<file path="config.mk">
export PLATFORM = sky130hd
export DESIGN_NAME = tacc_cell
export DESIGN_NICKNAME = d
export VERILOG_FILES = /design/src/hw/rtl/tacc_pkg.sv /design/src/hw/rtl/tacc_cell.sv
export SDC_FILE = /design/constraint.sdc
export NUM_CORES = 1
export LEC_CHECK = 0
export BUFFER_PORTS_ARGS = -buffer_cell sky130_fd_sc_hd__clkbuf_2
export CORE_ASPECT_RATIO = 1.2
export CORE_MARGIN = 4
export CORE_UTILIZATION = 50
export DETAILED_ROUTE_END_ITERATION = 10
export GPL_TIMING_DRIVEN = 0
export MAX_ROUTING_LAYER = met4
export PLACE_DENSITY = 0.83
export SYNTH_ARGS = -nofsm -noshare
export SYNTH_HDL_FRONTEND = slang
export SYNTH_SLANG_ARGS = --single-unit
</file>
<file path="constraint.sdc">
create_clock -name clk -period 4.09 [get_ports clk]
set_clock_uncertainty 0.05 [all_clocks]
set_input_delay 0.818 -clock clk [delete_from_list [all_inputs] [get_ports clk]]
set_output_delay 0.818 -clock clk [all_outputs]
set_load 0.05 [all_outputs]
</file>
<file path="src/hw/rtl/tacc_pkg.sv">
// Package: shared types, side codes and helpers for the tracked-area crossing counter.
`timescale 1ns / 1ps
package tacc_pkg;

  localparam int unsigned CNT_W = 24;
  localparam int unsigned TOT_W = 26;
  localparam logic [CNT_W-1:0] CNT_MAX = {CNT_W{1'b1}};

  typedef enum logic [2:0] {
    SIDE_UP    = 3'd0,
    SIDE_DOWN  = 3'd1,
    SIDE_LEFT  = 3'd2,
    SIDE_RIGHT = 3'd3,
    SIDE_NONE  = 3'd4
  } side_t;

  typedef enum logic [1:0] {
    CFG_LEFT   = 2'd0,
    CFG_TOP    = 2'd1,
    CFG_RIGHT  = 2'd2,
    CFG_BOTTOM = 2'd3
  } cfg_idx_t;

  typedef enum logic [2:0] {
    ST_IDLE,
    ST_DET,
    ST_FCAP,
    ST_FMUL,
    ST_FUPD,
    ST_FSUM,
    ST_FOUT
  } st_t;

  typedef struct packed {
    logic               act;
    logic               frame;
    logic               pass2;
    logic               done;
    logic [15:0]        id;
    logic signed [15:0] x;
    logic signed [15:0] y;
  } tok_t;

  typedef struct packed {
    logic               valid;
    logic               seen;
    logic signed [15:0] cx;
    logic signed [15:0] cy;
    logic signed [15:0] px;
    logic signed [15:0] py;
    side_t              es;
    side_t              xs;
  } entry_t;

  typedef struct packed {
    logic  we;
    logic  is_exit;
    side_t side;
  } wb_t;

  function automatic logic inside_area(
    input logic signed [15:0] x,
    input logic signed [15:0] y,
    input logic signed [15:0] l,
    input logic signed [15:0] t,
    input logic signed [15:0] r,
    input logic signed [15:0] b
  );
    return (x >= l) && (x <= r) && (y >= t) && (y <= b);
  endfunction

endpackage

</file>
<file path="src/hw/rtl/tacc_cell.sv">
// One table slot: holds a tracked person and passes the request token on.
`timescale 1ns / 1ps
module tacc_cell (
  input  logic            clk,
  input  logic            rst_n,
  input  logic            adv,
  input  tacc_pkg::tok_t  tok_in,
  output tacc_pkg::tok_t  tok_out,
  input  tacc_pkg::wb_t   wb,
  output logic            here,
  output tacc_pkg::entry_t tap
);
  import tacc_pkg::*;

  logic               valid_r, valid_nxt;
  logic               seen_r, seen_nxt;
  logic [15:0]        person_r;
  logic signed [15:0] cx_r, cy_r, px_r, py_r;
  side_t              es_r, xs_r;
  tok_t               tok_r, tok_nxt;
  logic               hit, alloc;

  assign here = tok_in.act && tok_in.frame;
  assign hit = adv && tok_in.act && !tok_in.frame && !tok_in.pass2 && !tok_in.done &&
               valid_r && (person_r == tok_in.id);
  assign alloc = adv && tok_in.act && !tok_in.frame && tok_in.pass2 && !tok_in.done &&
                 !valid_r;

  always_comb begin
    valid_nxt = valid_r;
    seen_nxt  = seen_r;
    tok_nxt   = tok_r;
    if (adv) begin
      tok_nxt = tok_in;
      if (hit || alloc) begin
        tok_nxt.done = 1'b1;
        valid_nxt    = 1'b1;
        seen_nxt     = 1'b1;
      end
      if (here) begin
        valid_nxt = valid_r && seen_r;
        seen_nxt  = 1'b0;
      end
    end
  end

  always_ff @(posedge clk) begin
    if (!rst_n) begin
      valid_r <= 1'b0;
      seen_r  <= 1'b0;
      tok_r   <= '0;
    end else begin
      valid_r <= valid_nxt;
      seen_r  <= seen_nxt;
      tok_r   <= tok_nxt;
    end
  end

  always_ff @(posedge clk) begin
    if (hit) begin
      px_r <= cx_r;
      py_r <= cy_r;
      cx_r <= tok_in.x;
      cy_r <= tok_in.y;
    end else if (alloc) begin
      person_r <= tok_in.id;
      px_r     <= tok_in.x;
      py_r     <= tok_in.y;
      cx_r     <= tok_in.x;
      cy_r     <= tok_in.y;
      es_r     <= SIDE_NONE;
      xs_r     <= SIDE_NONE;
    end
    if (wb.we && here) begin
      if (wb.is_exit) begin
        xs_r <= wb.side;
      end else begin
        es_r <= wb.side;
      end
    end
  end

  assign tok_out = tok_r;

  always_comb begin
    tap = '0;
    if (here) begin
      tap.valid = valid_r;
      tap.seen  = seen_r;
      tap.cx    = cx_r;
      tap.cy    = cy_r;
      tap.px    = px_r;
      tap.py    = py_r;
      tap.es    = es_r;
      tap.xs    = xs_r;
    end
  end

endmodule

</file>
# ---- Word level (Yosys, flattened, before mapping)
# Cells that the tools add are included.
dict set report word_totals {
  reg_bits 140
  in_bits 60
  word_cells 58
}
dict set report op_classes {
  n_eq_ne 1
  muxes 19
  bitwise_logic 1
  n_reduce_logical 21
}
# op count
set ops {}
lappend ops {{two-way mux 16 bit} 6}
lappend ops {{two-way mux 72 bit} 1}
lappend ops {{two-way mux 3 bit} 8}
lappend ops {{equality test 16 bit} 1}
lappend ops {{logical AND 1 bit} 12}
lappend ops {{logical NOT 1 bit} 4}
lappend ops {{two-way mux 1 bit} 4}
lappend ops {{AND reduction 2 bit} 2}
lappend ops {{nonzero test 2 bit} 2}
lappend ops {{logical OR 1 bit} 1}
lappend ops {{inverter 1 bit} 1}

# ---- Longest topological paths before layout
dict set report logic_depth {
  depth_word 9
  ltp_mapped 7
  mapped_depth_nobuf 5
}

# ---- Worst setup path before layout
# Ideal clock, no wire load.
dict set report synth_path {
  kind {input-to-reg}
  start {input adv}
  end {register cx_r[0], enable pin}
  setup_time_ns 0.424
  arrival_time_ns 3.224
  t_required_ns 3.616
  setup_slack_ns 0.392
  stages 7
  n_path_buf 2
  cell_sequence {buf_4 -> and4bb_1 -> nand4_1 -> nor3_1 -> nand2_1 -> buf_4 -> nand2_1}
}
dict set report synth_between {
  elab_chain_len 7
  elab_cells_between_ends 10
  classes_between {10 x reduce/logical}
}
# item line
set synth_rtl {}
lappend synth_rtl {{start: declaration} tacc_cell.sv:6} ;# input logic adv,
lappend synth_rtl {{logical AND 1 bit * (2 in a row)} {tacc_cell.sv:24, tacc_cell.sv:26}}
lappend synth_rtl {{logical AND 1 bit (3 in a row)} tacc_cell.sv:24} ;# assign hit = adv && tok_in.act && !tok_in.frame && !tok_in.pass2 && !tok_in.done &&
lappend synth_rtl {{logical AND 1 bit} tacc_cell.sv:25} ;# valid_r && (person_r == tok_in.id);
lappend synth_rtl {{nonzero test 2 bit (no line) *} n/a}
lappend synth_rtl {{end signal: assignment} tacc_cell.sv:63} ;# cx_r <= tok_in.x;
lappend synth_rtl {{end signal: assignment} tacc_cell.sv:69} ;# cx_r <= tok_in.x;
lappend synth_rtl {{end: declaration} tacc_cell.sv:18} ;# logic signed [15:0] cx_r, cy_r, px_r, py_r;
# Mark *: on every way between the ends. The rest lies on a longest branch, timed or not.
# A chain may end at the register's enable or synchronous reset.

==> results by group <==
Outcome
  • Run status: finished clean

Worst setup path
  • Critical path type: in -> out
  • Worst Path Arrival: 2.27 ns
  • Crit Path Max Fanout: 10
  • Startpoint Class: input port
  • Critical Path RT: 3.22 ns
  • Crit. End Element: primary output

Yosys
  • Top cells by area, synth: edfxtp_1, dfxtp_1, mux2i_1
  • Sequential share of the synthesized area: 64.2%
  • Synth Cell Area: 5610 sq um
  • Post-Synthesis Cells: 427
  • Mean area per synthesized cell: 13.1 sq um
  • Largest area contributor in the netlist: edfxtp_1
  • Post-Syn Nets: 487
  • Synth top area share: 42.8%
  • Synth unique cells: 25
  • Ys Warns: 0
  • #FFs+latches synth: 140

Placement
  • IO buf count: 183
  • Final Wtd Congestion: 0.796
  • Post-Place Cell Area: 6720 sq um
  • DP HPWL: 10200 um

GRT
  • Residual overflow from global routing: 0
  • First-pass GRT wire length: 22100 um
  • All-Layer GR Usage: 22.5%
  • Vias in the first global route: 4212
  • Largest net degree at the start of global routing: 39
  • Antenna violations before repair: 0

Clock tree
  • Setup Fix Bufs, Post-CTS: 0
  • Num CTS Buffers: 17
  • CTS H-tree depth: 4
  • Reg clk slew, reported paths: 0.06 ns
  • Max Buffers Root-to-Sink: 2
  • CTS tree: built
  • Hold-fix buffers, CTS: 0
  • Worst skew pair latency: 0.41 ns
  • Clk sinks: 140
  • CTS root buffer: clkbuf_16
  • Post_cts resized: 0

Finish
  • Final nets: 690
  • Share of cells above drive strength 1: 36.4%
  • Final instance area: 7280 sq um
  • Area growth, synth to finish: 29.7%
  • Most frequent cells in the layout: clkbuf_2, edfxtp_1, and3_1, dfxtp_1, nor2_1
  • Fin util: 66.3%
  • Most common cell after layout, fill and taps aside: clkbuf_2
  • N_diodes: 0

Detailed routing
  • Number of DRC markers in iteration 0: 149
  • Vias per cell: 5.23
  • Routed Antenna Nets: 0
  • Final wirelength: 13900 um
  • Drt drc: 0
  • Vias: 4051
  • First-pass DRT Iterations: 4
  • WL/cell: 18.0 um

Floorplan
  • Chip Width: 105 um
  • Rows: 42
  • Top-Level Pins: 185
  • Chip height: 124 um
  • Starting density of the core: 51.1%
  • Die area: 13000 sq um
  • Core area: 11000 sq um

STA
  • RSZ-0062 raised after global routing: false
  • F_max: 319 MHz
  • Hold Fails Final Rpt: 0
  • Final setup viols: 0
  • Hold slack: 0.424 ns
  • Max Slew Vio Count: 0
  • Slew Limit Headroom: 48.3%
  • Final Critical Period: 3.14 ns
  • Fin crit share: 76.7%
  • Worst Max-Slew Pin Slew: 0.776 ns

Power
  • Net switching power: 955 uW
  • Static Leakage: 0.00345 uW
  • Pwr per Cell Area: 478 nW/um^2
  • Sequential Power Share: 45.3%
  • Clock share of power: 41.5%
  • Sw Ratio: 27.5%
  • Internal Power: 2520 uW
  • Logic pwr share: 13.2%
  • Peak supply drop: 0.274 mV

Flow run
  • Max-Cap Viols: 0

Worst hold path
  • Min-Delay Path Class: reg -> reg
synth_stat cells:
cell	count
a21oi_1	3
a22o_1	4
a31oi_1	2
and2_1	1
and3_1	73
and4bb_1	1
buf_4	4
clkbuf_1	26
dfxtp_1	60
edfxtp_1	80
inv_1	3
inv_2	1
mux2_1	20
mux2_2	5
mux2_4	7
mux2i_1	52
nand2_1	5
nand3b_1	1
nand4_1	4
nor2_1	54
nor3_1	3
nor4b_1	1
o21ai_0	1
xnor2_1	15
xor2_1	1
power groups by stage:
stage                     combinational (uW)  clock (uW)  sequential [uW]
after floorplan                          218           0             1700
after global placement                   448           0             1600
after detailed placement                 461           0             1600
after CTS                                463        1460             1570
after global routing                     490        1520             1580
final                                    459        1440             1570
sequential cells by signal (all words and copies together), names as in the netlist:
name      cells
xs_r          3
es_r          3
seen_r        1
person_r     16
valid_r       1
cy_r         16
px_r         16
cx_r         16
tok_out      52
py_r         16
cell type report:
type / count / area [sq um]
fill: 829 / 3700
sequential: 140 / 3600
multi-input combinational: 253 / 1870
timing repair buffer: 184 / 936
clock buffer: 19 / 475
tap: 132 / 165
buffer: 30 / 128
clock inverter: 13 / 87.6
inverter: 4 / 15.0
through the flow:
| step | total power (uW) | setup WS (ns) | cells | setup TNS (ns) |
|---|---|---|---|---|
| after floorplan | 1920 | 0.392 | 427 | 0 |
| after global routing | 3590 | 0.786 | 775 | 0 |
| after global placement | 2050 | -0.580 | 742 | -36.93 |
| after CTS | 3490 | 0.890 | 775 | 0 |
| after detailed placement | 2060 | 0.574 | 743 | 0 |
| final | 3480 | 0.952 | 775 | 0 |
logic make-up after synthesis:
group                  after synthesis  synth area share [%]
AND/OR/NAND/NOR                    143                  13.4
flip-flops                         140                  64.2
multiplexers                        84                  16.2
buffers and inverters               34                  2.54
XOR/XNOR                            16                  2.50
AO/OA/AOI/OAI                       10                  1.20
per-layer routing:
| layer | global-route usage (%) | up-vias | wire length, um |
|---|---|---|---|
| li1 | - | 1954 | - |
| met1 | 26.2 | 1929 | 5620 |
| met2 | 37.7 | 149 | 7180 |
| met3 | 6.69 | 19 | 961 |
| met4 | 7.71 | 0 | 179 |
| met5 | - | - | 0 |
path summary, 6_finish.rpt:
check               from  endpoint  slack (ns)  cells past startpoint
max           tok_in[51]   tap[30]        0.95                      5
max reg2reg  person_r[1]   px_r[7]        1.17                      7
min              es_r[1]   es_r[1]        0.42                      1
min reg2reg      es_r[1]   es_r[1]        0.42                      1
critical path, cell delays in order:
cell	delay (ns)
clkbuf_2	0.10
clkbuf_1	0.42
clkbuf_1	0.40
and3_1	0.24
clkbuf_2	0.29
Note: power is estimated with default switching activity, not from simulation.
