[config.mk]
export PLATFORM = sky130hd
export DESIGN_NAME = tacc_ctrl
export DESIGN_NICKNAME = d
export VERILOG_FILES = /design/src/hw/rtl/tacc_pkg.sv /design/src/hw/rtl/tacc_ctrl.sv
export SDC_FILE = /design/constraint.sdc
export NUM_CORES = 2
export LEC_CHECK = 0
export ABC_AREA = 1
export BUFFER_PORTS_ARGS = -buffer_cell sky130_fd_sc_hd__buf_2
export CAP_MARGIN = 20
export CORE_ASPECT_RATIO = 0.75
export CORE_MARGIN = 2
export CORE_UTILIZATION = 50
export DETAILED_ROUTE_END_ITERATION = 10
export PLACE_DENSITY = 0.68
export SYNTH_ARGS = -nofsm -noshare
export SYNTH_HDL_FRONTEND = slang
export SYNTH_SLANG_ARGS = --single-unit
[constraint.sdc]
create_clock -name clk -period 12.8 [get_ports clk]
set_input_delay 1.28 -clock clk [delete_from_list [all_inputs] [get_ports clk]]
set_output_delay 1.28 -clock clk [all_outputs]
set_load 0.1 [all_outputs]
[src/hw/rtl/tacc_pkg.sv]
// Package: shared types, side codes and helpers for the tracked-area crossing counter.
`timescale 1ns / 1ps
package tacc_pkg;

  localparam int unsigned CNT_W = 24;
  localparam int unsigned TOT_W = 26;
  localparam logic [CNT_W-1:0] CNT_MAX = {CNT_W{1'b1}};

  typedef enum logic [2:0] {
    SIDE_UP    = 3'd0,
    SIDE_DOWN  = 3'd1,
    SIDE_LEFT  = 3'd2,
    SIDE_RIGHT = 3'd3,
    SIDE_NONE  = 3'd4
  } side_t;

  typedef enum logic [1:0] {
    CFG_LEFT   = 2'd0,
    CFG_TOP    = 2'd1,
    CFG_RIGHT  = 2'd2,
    CFG_BOTTOM = 2'd3
  } cfg_idx_t;

  typedef enum logic [2:0] {
    ST_IDLE,
    ST_DET,
    ST_FCAP,
    ST_FMUL,
    ST_FUPD,
    ST_FSUM,
    ST_FOUT
  } st_t;

  typedef struct packed {
    logic               act;
    logic               frame;
    logic               pass2;
    logic               done;
    logic [15:0]        id;
    logic signed [15:0] x;
    logic signed [15:0] y;
  } tok_t;

  typedef struct packed {
    logic               valid;
    logic               seen;
    logic signed [15:0] cx;
    logic signed [15:0] cy;
    logic signed [15:0] px;
    logic signed [15:0] py;
    side_t              es;
    side_t              xs;
  } entry_t;

  typedef struct packed {
    logic  we;
    logic  is_exit;
    side_t side;
  } wb_t;

  function automatic logic inside_area(
    input logic signed [15:0] x,
    input logic signed [15:0] y,
    input logic signed [15:0] l,
    input logic signed [15:0] t,
    input logic signed [15:0] r,
    input logic signed [15:0] b
  );
    return (x >= l) && (x <= r) && (y >= t) && (y <= b);
  endfunction

endpackage

[src/hw/rtl/tacc_ctrl.sv]
// Sequencer: injects requests, classifies crossings and keeps the counters.
`timescale 1ns / 1ps
module tacc_ctrl (
  input  logic                     clk,
  input  logic                     rst_n,
  input  logic                     in_valid,
  output logic                     in_ready,
  input  logic                     in_cmd,
  input  logic [15:0]              in_person_id,
  input  logic signed [15:0]       in_pos_x,
  input  logic signed [15:0]       in_pos_y,
  input  logic signed [15:0]       area_left,
  input  logic signed [15:0]       area_top,
  input  logic signed [15:0]       area_right,
  input  logic signed [15:0]       area_bottom,
  output tacc_pkg::tok_t           inj,
  input  tacc_pkg::tok_t           chain_out,
  input  tacc_pkg::entry_t         tap,
  output logic                     adv,
  output tacc_pkg::wb_t            wb,
  output logic                     out_valid,
  input  logic                     out_ready,
  output logic [4:0]               out_in_area,
  output logic [tacc_pkg::CNT_W-1:0] out_enter_up,
  output logic [tacc_pkg::CNT_W-1:0] out_enter_down,
  output logic [tacc_pkg::CNT_W-1:0] out_enter_left,
  output logic [tacc_pkg::CNT_W-1:0] out_enter_right,
  output logic [tacc_pkg::CNT_W-1:0] out_exit_up,
  output logic [tacc_pkg::CNT_W-1:0] out_exit_down,
  output logic [tacc_pkg::CNT_W-1:0] out_exit_left,
  output logic [tacc_pkg::CNT_W-1:0] out_exit_right,
  output logic [tacc_pkg::TOT_W-1:0] out_total_enter,
  output logic [tacc_pkg::TOT_W-1:0] out_total_exit,
  output logic                     out_table_overflow
);
  import tacc_pkg::*;

  st_t                state_r, state_nxt;
  tok_t               inj_r, inj_nxt;
  logic [4:0]         in_area_r, in_area_nxt;
  logic [CNT_W-1:0]   en_r [4];
  logic [CNT_W-1:0]   ex_r [4];
  logic [CNT_W-1:0]   cnt_tmp [4];
  logic               ovf_r, ovf_nxt;
  logic               out_valid_r, out_valid_nxt;
  logic signed [15:0] pt_x_r, pt_y_r;
  logic               is_exit_r;
  side_t              old_side_r;
  logic signed [33:0] p_dy_r, p1_r, p2_r;
  logic [TOT_W-1:0]   te_r, tx_r;
  logic               now_in, was_in, act, crossing, cap, upd, sum, load;
  logic signed [16:0] w, h, a, b, c;
  logic signed [34:0] d1, d2;
  logic               n1, p1, n2, p2;
  side_t              side;

  logic [4:0]         o_area_r;
  logic [CNT_W-1:0]   o_en_r [4];
  logic [CNT_W-1:0]   o_ex_r [4];
  logic [TOT_W-1:0]   o_te_r, o_tx_r;
  logic               o_ovf_r;

  assign now_in   = inside_area(tap.cx, tap.cy, area_left, area_top, area_right, area_bottom);
  assign was_in   = inside_area(tap.px, tap.py, area_left, area_top, area_right, area_bottom);
  assign act      = tap.valid && tap.seen;
  assign crossing = act && (now_in != was_in);

  assign w = {area_right[15], area_right} - {area_left[15], area_left};
  assign h = {area_bottom[15], area_bottom} - {area_top[15], area_top};
  assign a = {pt_y_r[15], pt_y_r} - {area_top[15], area_top};
  assign b = {pt_x_r[15], pt_x_r} - {area_left[15], area_left};
  assign c = {area_right[15], area_right} - {pt_x_r[15], pt_x_r};

  assign d1 = {p_dy_r[33], p_dy_r} - {p1_r[33], p1_r};
  assign d2 = {p_dy_r[33], p_dy_r} - {p2_r[33], p2_r};
  assign n1 = d1[34] || (d1 == '0);
  assign p1 = !d1[34];
  assign n2 = d2[34] || (d2 == '0);
  assign p2 = !d2[34];

  always_comb begin
    if (n1 && n2) begin
      side = SIDE_UP;
    end else if (p1 && p2) begin
      side = SIDE_DOWN;
    end else if (p1 && n2) begin
      side = SIDE_LEFT;
    end else begin
      side = SIDE_RIGHT;
    end
  end

  always_comb begin
    for (int i = 0; i < 4; i++) begin
      cnt_tmp[i] = is_exit_r ? ex_r[i] : en_r[i];
    end
    if (!old_side_r[2] && (cnt_tmp[old_side_r[1:0]] != '0)) begin
      cnt_tmp[old_side_r[1:0]] = cnt_tmp[old_side_r[1:0]] - 1'b1;
    end
    if (cnt_tmp[side[1:0]] != CNT_MAX) begin
      cnt_tmp[side[1:0]] = cnt_tmp[side[1:0]] + 1'b1;
    end
  end

  always_comb begin
    state_nxt     = state_r;
    inj_nxt       = inj_r;
    in_area_nxt   = in_area_r;
    ovf_nxt       = ovf_r;
    out_valid_nxt = out_valid_r;
    adv           = 1'b0;
    cap           = 1'b0;
    upd           = 1'b0;
    sum           = 1'b0;
    load          = 1'b0;
    in_ready      = 1'b0;
    wb            = '0;
    if (out_valid_r && out_ready) begin
      out_valid_nxt = 1'b0;
    end
    unique case (state_r)
      ST_IDLE: begin
        in_ready = 1'b1;
        if (in_valid) begin
          inj_nxt.act   = 1'b1;
          inj_nxt.frame = in_cmd;
          inj_nxt.pass2 = 1'b0;
          inj_nxt.done  = 1'b0;
          inj_nxt.id    = in_person_id;
          inj_nxt.x     = in_pos_x;
          inj_nxt.y     = in_pos_y;
          if (in_cmd) begin
            in_area_nxt = '0;
            state_nxt   = ST_FCAP;
          end else begin
            state_nxt = ST_DET;
          end
        end
      end
      ST_DET: begin
        adv     = 1'b1;
        inj_nxt = '0;
        if (chain_out.act) begin
          if (chain_out.done) begin
            state_nxt = ST_IDLE;
          end else if (!chain_out.pass2) begin
            inj_nxt       = chain_out;
            inj_nxt.pass2 = 1'b1;
          end else begin
            ovf_nxt   = 1'b1;
            state_nxt = ST_IDLE;
          end
        end
      end
      ST_FCAP: begin
        if (chain_out.act) begin
          adv       = 1'b1;
          inj_nxt   = '0;
          state_nxt = ST_FSUM;
        end else begin
          if (act && now_in && (in_area_r != 5'd31)) begin
            in_area_nxt = in_area_r + 5'd1;
          end
          if (crossing) begin
            cap       = 1'b1;
            state_nxt = ST_FMUL;
          end else begin
            adv     = 1'b1;
            inj_nxt = '0;
          end
        end
      end
      ST_FMUL: begin
        state_nxt = ST_FUPD;
      end
      ST_FUPD: begin
        upd        = 1'b1;
        adv        = 1'b1;
        inj_nxt    = '0;
        wb.we      = 1'b1;
        wb.is_exit = is_exit_r;
        wb.side    = side;
        state_nxt  = ST_FCAP;
      end
      ST_FSUM: begin
        sum       = 1'b1;
        state_nxt = ST_FOUT;
      end
      ST_FOUT: begin
        if (!out_valid_r || out_ready) begin
          load          = 1'b1;
          out_valid_nxt = 1'b1;
          state_nxt     = ST_IDLE;
        end
      end
      default: state_nxt = ST_IDLE;
    endcase
  end

  always_ff @(posedge clk) begin
    if (!rst_n) begin
      state_r     <= ST_IDLE;
      inj_r       <= '0;
      in_area_r   <= '0;
      ovf_r       <= 1'b0;
      out_valid_r <= 1'b0;
      for (int i = 0; i < 4; i++) begin
        en_r[i] <= '0;
        ex_r[i] <= '0;
      end
    end else begin
      state_r     <= state_nxt;
      inj_r       <= inj_nxt;
      in_area_r   <= in_area_nxt;
      ovf_r       <= ovf_nxt;
      out_valid_r <= out_valid_nxt;
      if (upd) begin
        for (int i = 0; i < 4; i++) begin
          if (is_exit_r) begin
            ex_r[i] <= cnt_tmp[i];
          end else begin
            en_r[i] <= cnt_tmp[i];
          end
        end
      end
    end
  end

  always_ff @(posedge clk) begin
    if (cap) begin
      is_exit_r  <= was_in;
      old_side_r <= was_in ? tap.xs : tap.es;
      pt_x_r     <= was_in ? tap.cx : tap.px;
      pt_y_r     <= was_in ? tap.cy : tap.py;
    end
    if (state_r == ST_FMUL) begin
      p_dy_r <= a * w;
      p1_r   <= h * b;
      p2_r   <= h * c;
    end
    if (sum) begin
      te_r <= TOT_W'(en_r[0]) + TOT_W'(en_r[1]) + TOT_W'(en_r[2]) + TOT_W'(en_r[3]);
      tx_r <= TOT_W'(ex_r[0]) + TOT_W'(ex_r[1]) + TOT_W'(ex_r[2]) + TOT_W'(ex_r[3]);
    end
    if (load) begin
      o_area_r <= in_area_r;
      o_te_r   <= te_r;
      o_tx_r   <= tx_r;
      o_ovf_r  <= ovf_r;
      for (int i = 0; i < 4; i++) begin
        o_en_r[i] <= en_r[i];
        o_ex_r[i] <= ex_r[i];
      end
    end
  end

  assign inj                = inj_r;
  assign out_valid          = out_valid_r;
  assign out_in_area        = o_area_r;
  assign out_enter_up       = o_en_r[SIDE_UP[1:0]];
  assign out_enter_down     = o_en_r[SIDE_DOWN[1:0]];
  assign out_enter_left     = o_en_r[SIDE_LEFT[1:0]];
  assign out_enter_right    = o_en_r[SIDE_RIGHT[1:0]];
  assign out_exit_up        = o_ex_r[SIDE_UP[1:0]];
  assign out_exit_down      = o_ex_r[SIDE_DOWN[1:0]];
  assign out_exit_left      = o_ex_r[SIDE_LEFT[1:0]];
  assign out_exit_right     = o_ex_r[SIDE_RIGHT[1:0]];
  assign out_total_enter    = o_te_r;
  assign out_total_exit     = o_tx_r;
  assign out_table_overflow = o_ovf_r;

  a_tok_out_state: assert property (@(posedge clk) disable iff (!rst_n)
    chain_out.act |-> (state_r == ST_DET || state_r == ST_FCAP))
    else $error("request left the chain outside a walk");

  a_upd_returns: assert property (@(posedge clk) disable iff (!rst_n)
    state_r == ST_FUPD |=> state_r == ST_FCAP)
    else $error("counter update did not return to capture");

  a_ovf_sticky: assert property (@(posedge clk) disable iff (!rst_n)
    $past(ovf_r) |-> ovf_r)
    else $error("overflow flag cleared");

endmodule

# Word level (Yosys, flattened, before mapping)
# Memory sizes are Yosys's and may differ from the RTL's.
# Index checks and enable logic that the tools add are counted.
dict set report op_classes {
  addsub 16
  mul 3
  order_cmp 12
  n_eq_ne 18
  n_mux 79
  bitwise_logic 11
  reduce_logical 35
}
# op count
set ops {}
lappend ops {{two-way mux 24 bit} 18}
lappend ops {{two-way mux 52 bit} 6}
lappend ops {{case mux 52 bit (4 select lines)} 1}
lappend ops {{bitwise mux 96 bit} 2}
lappend ops {{two-way mux 96 bit} 2}
lappend ops {{multiplier 17 x 17 -> 34 bit} 3}
lappend ops {{binary-select mux 24 bit (select 2 bit)} 2}
lappend ops {{demux 24 bit (select 2 bit)} 2}
lappend ops {{subtractor 16 x 16 -> 17 bit} 5}
lappend ops {{logical NOT 35 bit} 2}
lappend ops {{subtractor 34 x 34 -> 35 bit} 2}
lappend ops {{>= comparator 16 bit} 4}
lappend ops {{less-or-equal comparator 16 bit} 4}
lappend ops {{adder 25 x 24 -> 26 bit} 2}
lappend ops {{adder 26 x 24 -> 26 bit} 2}
lappend ops {{adder 24 x 24 -> 25 bit} 2}
lappend ops {{two-way mux 16 bit} 2}
lappend ops {{two-way mux 1 bit} 25}
lappend ops {{two-way mux 5 bit} 5}
lappend ops {{adder 24 x 1 -> 24 bit (second input constant)} 1}
lappend ops {{two-way mux 3 bit} 8}
lappend ops {{!= test 24 bit (second input constant)} 1}
lappend ops {{nonzero test 24 bit} 1}
lappend ops {{subtractor 24 x 1 -> 24 bit (second input constant)} 1}
lappend ops {{27 further kinds} 71}
dict set report word_totals {
  regBits 310
  mem_bits_rw 384
  input_bits 241
  out_inout_bits 310
  n_memories 4
}
# memory depth width read_ports rd_clocked_by_memory_dff write_ports line_no
set mem_list {}
lappend mem_list {en_r 4 24 4 0 4 tacc_ctrl.sv:41} ;# logic [CNT_W-1:0] en_r [4];
lappend mem_list {ex_r 4 24 4 0 4 tacc_ctrl.sv:42} ;# logic [CNT_W-1:0] ex_r [4];
lappend mem_list {o_en_r 4 24 4 0 4 tacc_ctrl.sv:58} ;# logic [CNT_W-1:0] o_en_r [4];
lappend mem_list {o_ex_r 4 24 4 0 4 tacc_ctrl.sv:59} ;# logic [CNT_W-1:0] o_ex_r [4];

# Longest topological paths before layout
dict set report depth {
  depth_word 15
  ltp_mapped 48
  depth_no_buf 48
}

# Least setup slack after synthesis
# Ideal clock, no wire load.
dict set report synth_path {
  path_type {input to register}
  startpoint {input port out_ready}
  endpoint {memory o_en_r[0][0] (enable)}
  setup_time_ns 0.866
  arrival_time_ns 11.655
  setup_slack_ns 0.280
  cell_stages 2
  n_path_buf 0
  cell_sequence {nor2_1 -> nor2_1}
}
# item line_no
set synth_rtl {}
lappend synth_rtl {{start, declared} tacc_ctrl.sv:22} ;# input logic out_ready,
lappend synth_rtl {{end, declared} tacc_ctrl.sv:58}

# Worst setup path after layout
dict set report layout_path {
  startpoint {input port area_top[1]}
  endpoint {register p1_r[32] (data pin)}
}
dict set report layout_via {
  elab_chain_len 2
}
# item line_no
set layout_rtl {}
lappend layout_rtl {{start, declared} tacc_ctrl.sv:13} ;# input logic signed [15:0] area_top,
lappend layout_rtl {{subtractor 16 x 16 -> 17 bit} tacc_ctrl.sv:69} ;# assign h = {area_bottom[15], area_bottom} - {area_top[15], area_top};
lappend layout_rtl {{multiplier 17 x 17 -> 34 bit} tacc_ctrl.sv:238} ;# p1_r <= h * b;
lappend layout_rtl {{end signal, assigned} tacc_ctrl.sv:238}
lappend layout_rtl {{end, declared} tacc_ctrl.sv:49} ;# logic signed [33:0] p_dy_r, p1_r, p2_r;
# No other way between the ends.
# A chain may end at the register's enable or synchronous reset.

==> results.py <==
metrics = {
    "outcome": {
        "status": "finished clean",
    },
    "timing": {
        "setup_violations": 0,
        "setup_tns_ns": 0,
        "period_minus_slack_ns": 10.47,
        "tightest_slew_ns": 1.16,
        "rsz0062_at_grt": "false",
        "fin_skew_ns": 0.0667,
        "finalCritPeriodShare_pct": 81.8,
        "fmax_mhz": 95.5,
        "slew_viol_final": 0,
        "maxSlewHeadroom_pct": 22.5,
        "final_hold_viol_count": 0,
    },
    "routing": {
        "detailedRoute.firstIterationViolations": 7952,
        "vias_per_cell": 5.57,
        "wl_mm": 270,
        "drt_pass1_iterations": 8,
        "vias": 65300,
        "antenna_left": 0,
        "remaining_drc_errors": 0,
        "wl_per_cell_um": 23.0,
    },
    "synthesis": {
        "synth.area.top_cells": "fa_1 26%, edfxtp_1 25%, nand2_1 12%",
        "synth-edff-count": 632,
        "synth_flop_cell": "edfxtp_1",
        "yosysUniqueCellTypes": 55,
        "synth_compound_area_share_pct": 5.82,
        "synth.top_cell.area_share_pct": 25.7,
        "yosys.area.top_type": "fa_1",
        "synthAdderAreaFrac_pct": 35.2,
        "ys_seq_area_share_pct": 26.2,
        "syn_inst": 9156,
        "synth_xor_area_share_pct": 2.54,
        "yosys_register_bits": 693,
        "avgSynthCellArea_um2": 8.43,
        "synth_top_family_by_area": "adder cells",
        "yosys_warnings": 0,
        "synthArstFlopShare_pct": 0,
        "synth-simple-area-share_pct": 20.0,
        "synthMuxAreaShare_pct": 0,
        "synthesis.area_um2": 77200,
    },
    "clock_network": {
        "cts_made_buffers": 77,
        "clk_latency_ns": 0.74,
        "postCtsSetupBuffers": 0,
        "cts_sinks": 693,
        "clk_pin_slew_worst_paths_ns": 0.06,
        "cts_max_level": 3,
        "cts_tree": "done",
        "ctsResizeCount": 0,
        "cts_root_buffer": "clkbuf_16",
        "holdBufCountCts": 0,
        "cts_buffer_depth": 3,
    },
    "finish": {
        "final_nets": 11500,
        "syn_to_final_growth_pct": 10.0,
        "drive_above_1_share_pct": 9.49,
    },
    "placed_design": {
        "place_congestion": 1.07,
        "hpwl_mm": 220,
        "io_buffers": 548,
    },
    "die": {
        "die_height_um": 344,
        "coreArea_um2": 153000,
        "dieWidth_um": 458,
        "die_area_um2": 158000,
        "start_util_pct": 50.5,
        "io_pins": 551,
        "fp-row-count": 124,
    },
    "global_routing": {
        "grt_pass1_wl_mm": 401,
        "grt_overflow": 0,
        "grt_max_degree": 156,
        "grt_busiest_layer": "met1",
        "grt_usage_pct": 34.3,
        "grt_util_met2_pct": 48.2,
        "gr-usage-met1_pct": 51.3,
        "grt_pass1_vias": 64100,
        "grt_use_met3_pct": 10.1,
        "antenna_found_initial": 14,
    },
    "critical_path": {
        "slowest_delay_ns": 0.59,
        "cp.arrival_ns": 10.94,
        "slowest_stage": "inv_1",
        "crit_type": "in2reg",
        "startpoint_type": "input port",
        "cp_common_cell": "nand2_1",
        "cp_max_fo": 13,
        "critPathCaptureType": "flop",
        "cp.required_ns": 13.27,
    },
    "flow_run": {
        "maxCapViolCount": 0,
    },
    "min_path": {
        "hold_class": "reg2reg",
    },
}
final timing paths:
check | start | end | slack, ns | depth (start not counted)
worst max-delay path | area_top[1] | p1_r[32]$_DFFE_PP_ | 2.33 | 40
worst min-delay path | tx_r[21]$_DFFE_PN_ | out_total_exit[21]$_DFFE_PP_ | 0.42 | 0
worst max register to register | pt_x_r[2]$_DFFE_PP_ | p1_r[32]$_DFFE_PP_ | 2.93 | 34
worst min register to register | tx_r[21]$_DFFE_PN_ | out_total_exit[21]$_DFFE_PP_ | 0.42 | 0
through the flow:
stage	utilization, %	cells	area [um^2]	setup WS (ns)	hold WS (ns)
4_1_cts	55.5	11700	84900	2.57	0.420
2_1_floorplan	-	9157	77200	0.280	0.400
3_5_place_dp	53.8	11600	82200	1.82	0.405
5_1_grt	55.6	11700	84900	1.78	0.424
6_report	55.6	11700	84900	2.33	0.420
3_3_place_gp	53.8	11600	82200	1.91	0.403
worst max-delay path: cells and delay by family:
family,cells,cell delay [ns]
compound gates,14,3.17
xor+xnor,1,0.14
fa+ha+maj,8,3.67
buf+inv,6,1.16
simple gates,11,1.47
area by class of cell:
type	count	area (um^2)
fill	14000	67900
multi-input combinational	6421	49200
sequential	693	20200
inverter	1807	6790
timing repair buffer	646	3510
tap	2016	2520
clock buffer	82	1950
clock inverter	59	738
antenna	4	10.0
synth_stat cells (25+ instances only):
library cell,count
xor2_1,150
nand4_1,118
o21ai_0,162
dfxtp_1,61
o22ai_1,27
inv_2,28
ha_1,586
edfxtp_1,632
fa_1,991
clkinv_1,25
a21oi_1,447
nand3_1,287
o21ai_1,67
nor2_1,833
inv_1,1752
clkbuf_1,167
nand2_1,2379
nor2_2,36
buf_6,26
nor3_1,40
xnor2_1,74
or2_2,41
logic make-up (layout without fill, tap and decap cells):
group | Yosys count | count (layout)
buffers and inverters | 2043 | 2594
XOR/XNOR | 224 | 224
AND/OR/NAND/NOR | 3793 | 3793
other | 1 | 6
AO/OA/AOI/OAI | 825 | 825
flip-flops | 693 | 693
adder cells (fa/ha/maj) | 1577 | 1577
layer usage:
layer	part of all wire (%)	up-vias	wire [um]
met4	3.1	12	8440
met1	44	31800	119000
met5	0.029	-	79
met3	13	501	34500
li1	-	29400	-
met2	40	3576	109000
sequential cells by signal (all words and copies together), names as in the netlist:
register / cells
out_table_overflow: 1
pt_x_r: 16
p2_r: 34
state_r: 3
out_total_enter: 26
is_exit_r: 1
pt_y_r: 16
out_total_exit: 26
p1_r: 34
out_valid: 1
p_dy_r: 34
tx_r: 26
o_ex_r: 96
en_r: 96
inj: 51
in_area_r: 5
te_r: 26
o_en_r: 96
ex_r: 96
out_in_area: 5
old_side_r: 3
ovf_r: 1
cells in the final DEF (no fill, tap or decap), types with 11 or more instances in the layout:
cell,n
a21oi_1,447
a31oi_1,11
buf_2,549
buf_4,95
clkbuf_16,77
clkinv_1,38
clkinv_2,11
dfxtp_1,61
edfxtp_1,632
fa_1,991
ha_1,586
inv_1,1751
inv_2,29
nand2_1,2377
nand3_1,285
nand3b_1,20
nand4_1,118
nor2_1,832
nor2_2,36
nor3_1,37
o21a_1,19
o21ai_0,160
o21ai_1,67
o21bai_1,23
o22ai_1,27
or2_2,41
xnor2_1,73
xor2_1,142
Power is not shown: default switching activity piles up to over one toggle a cycle in this logic, so the estimate is an artifact.
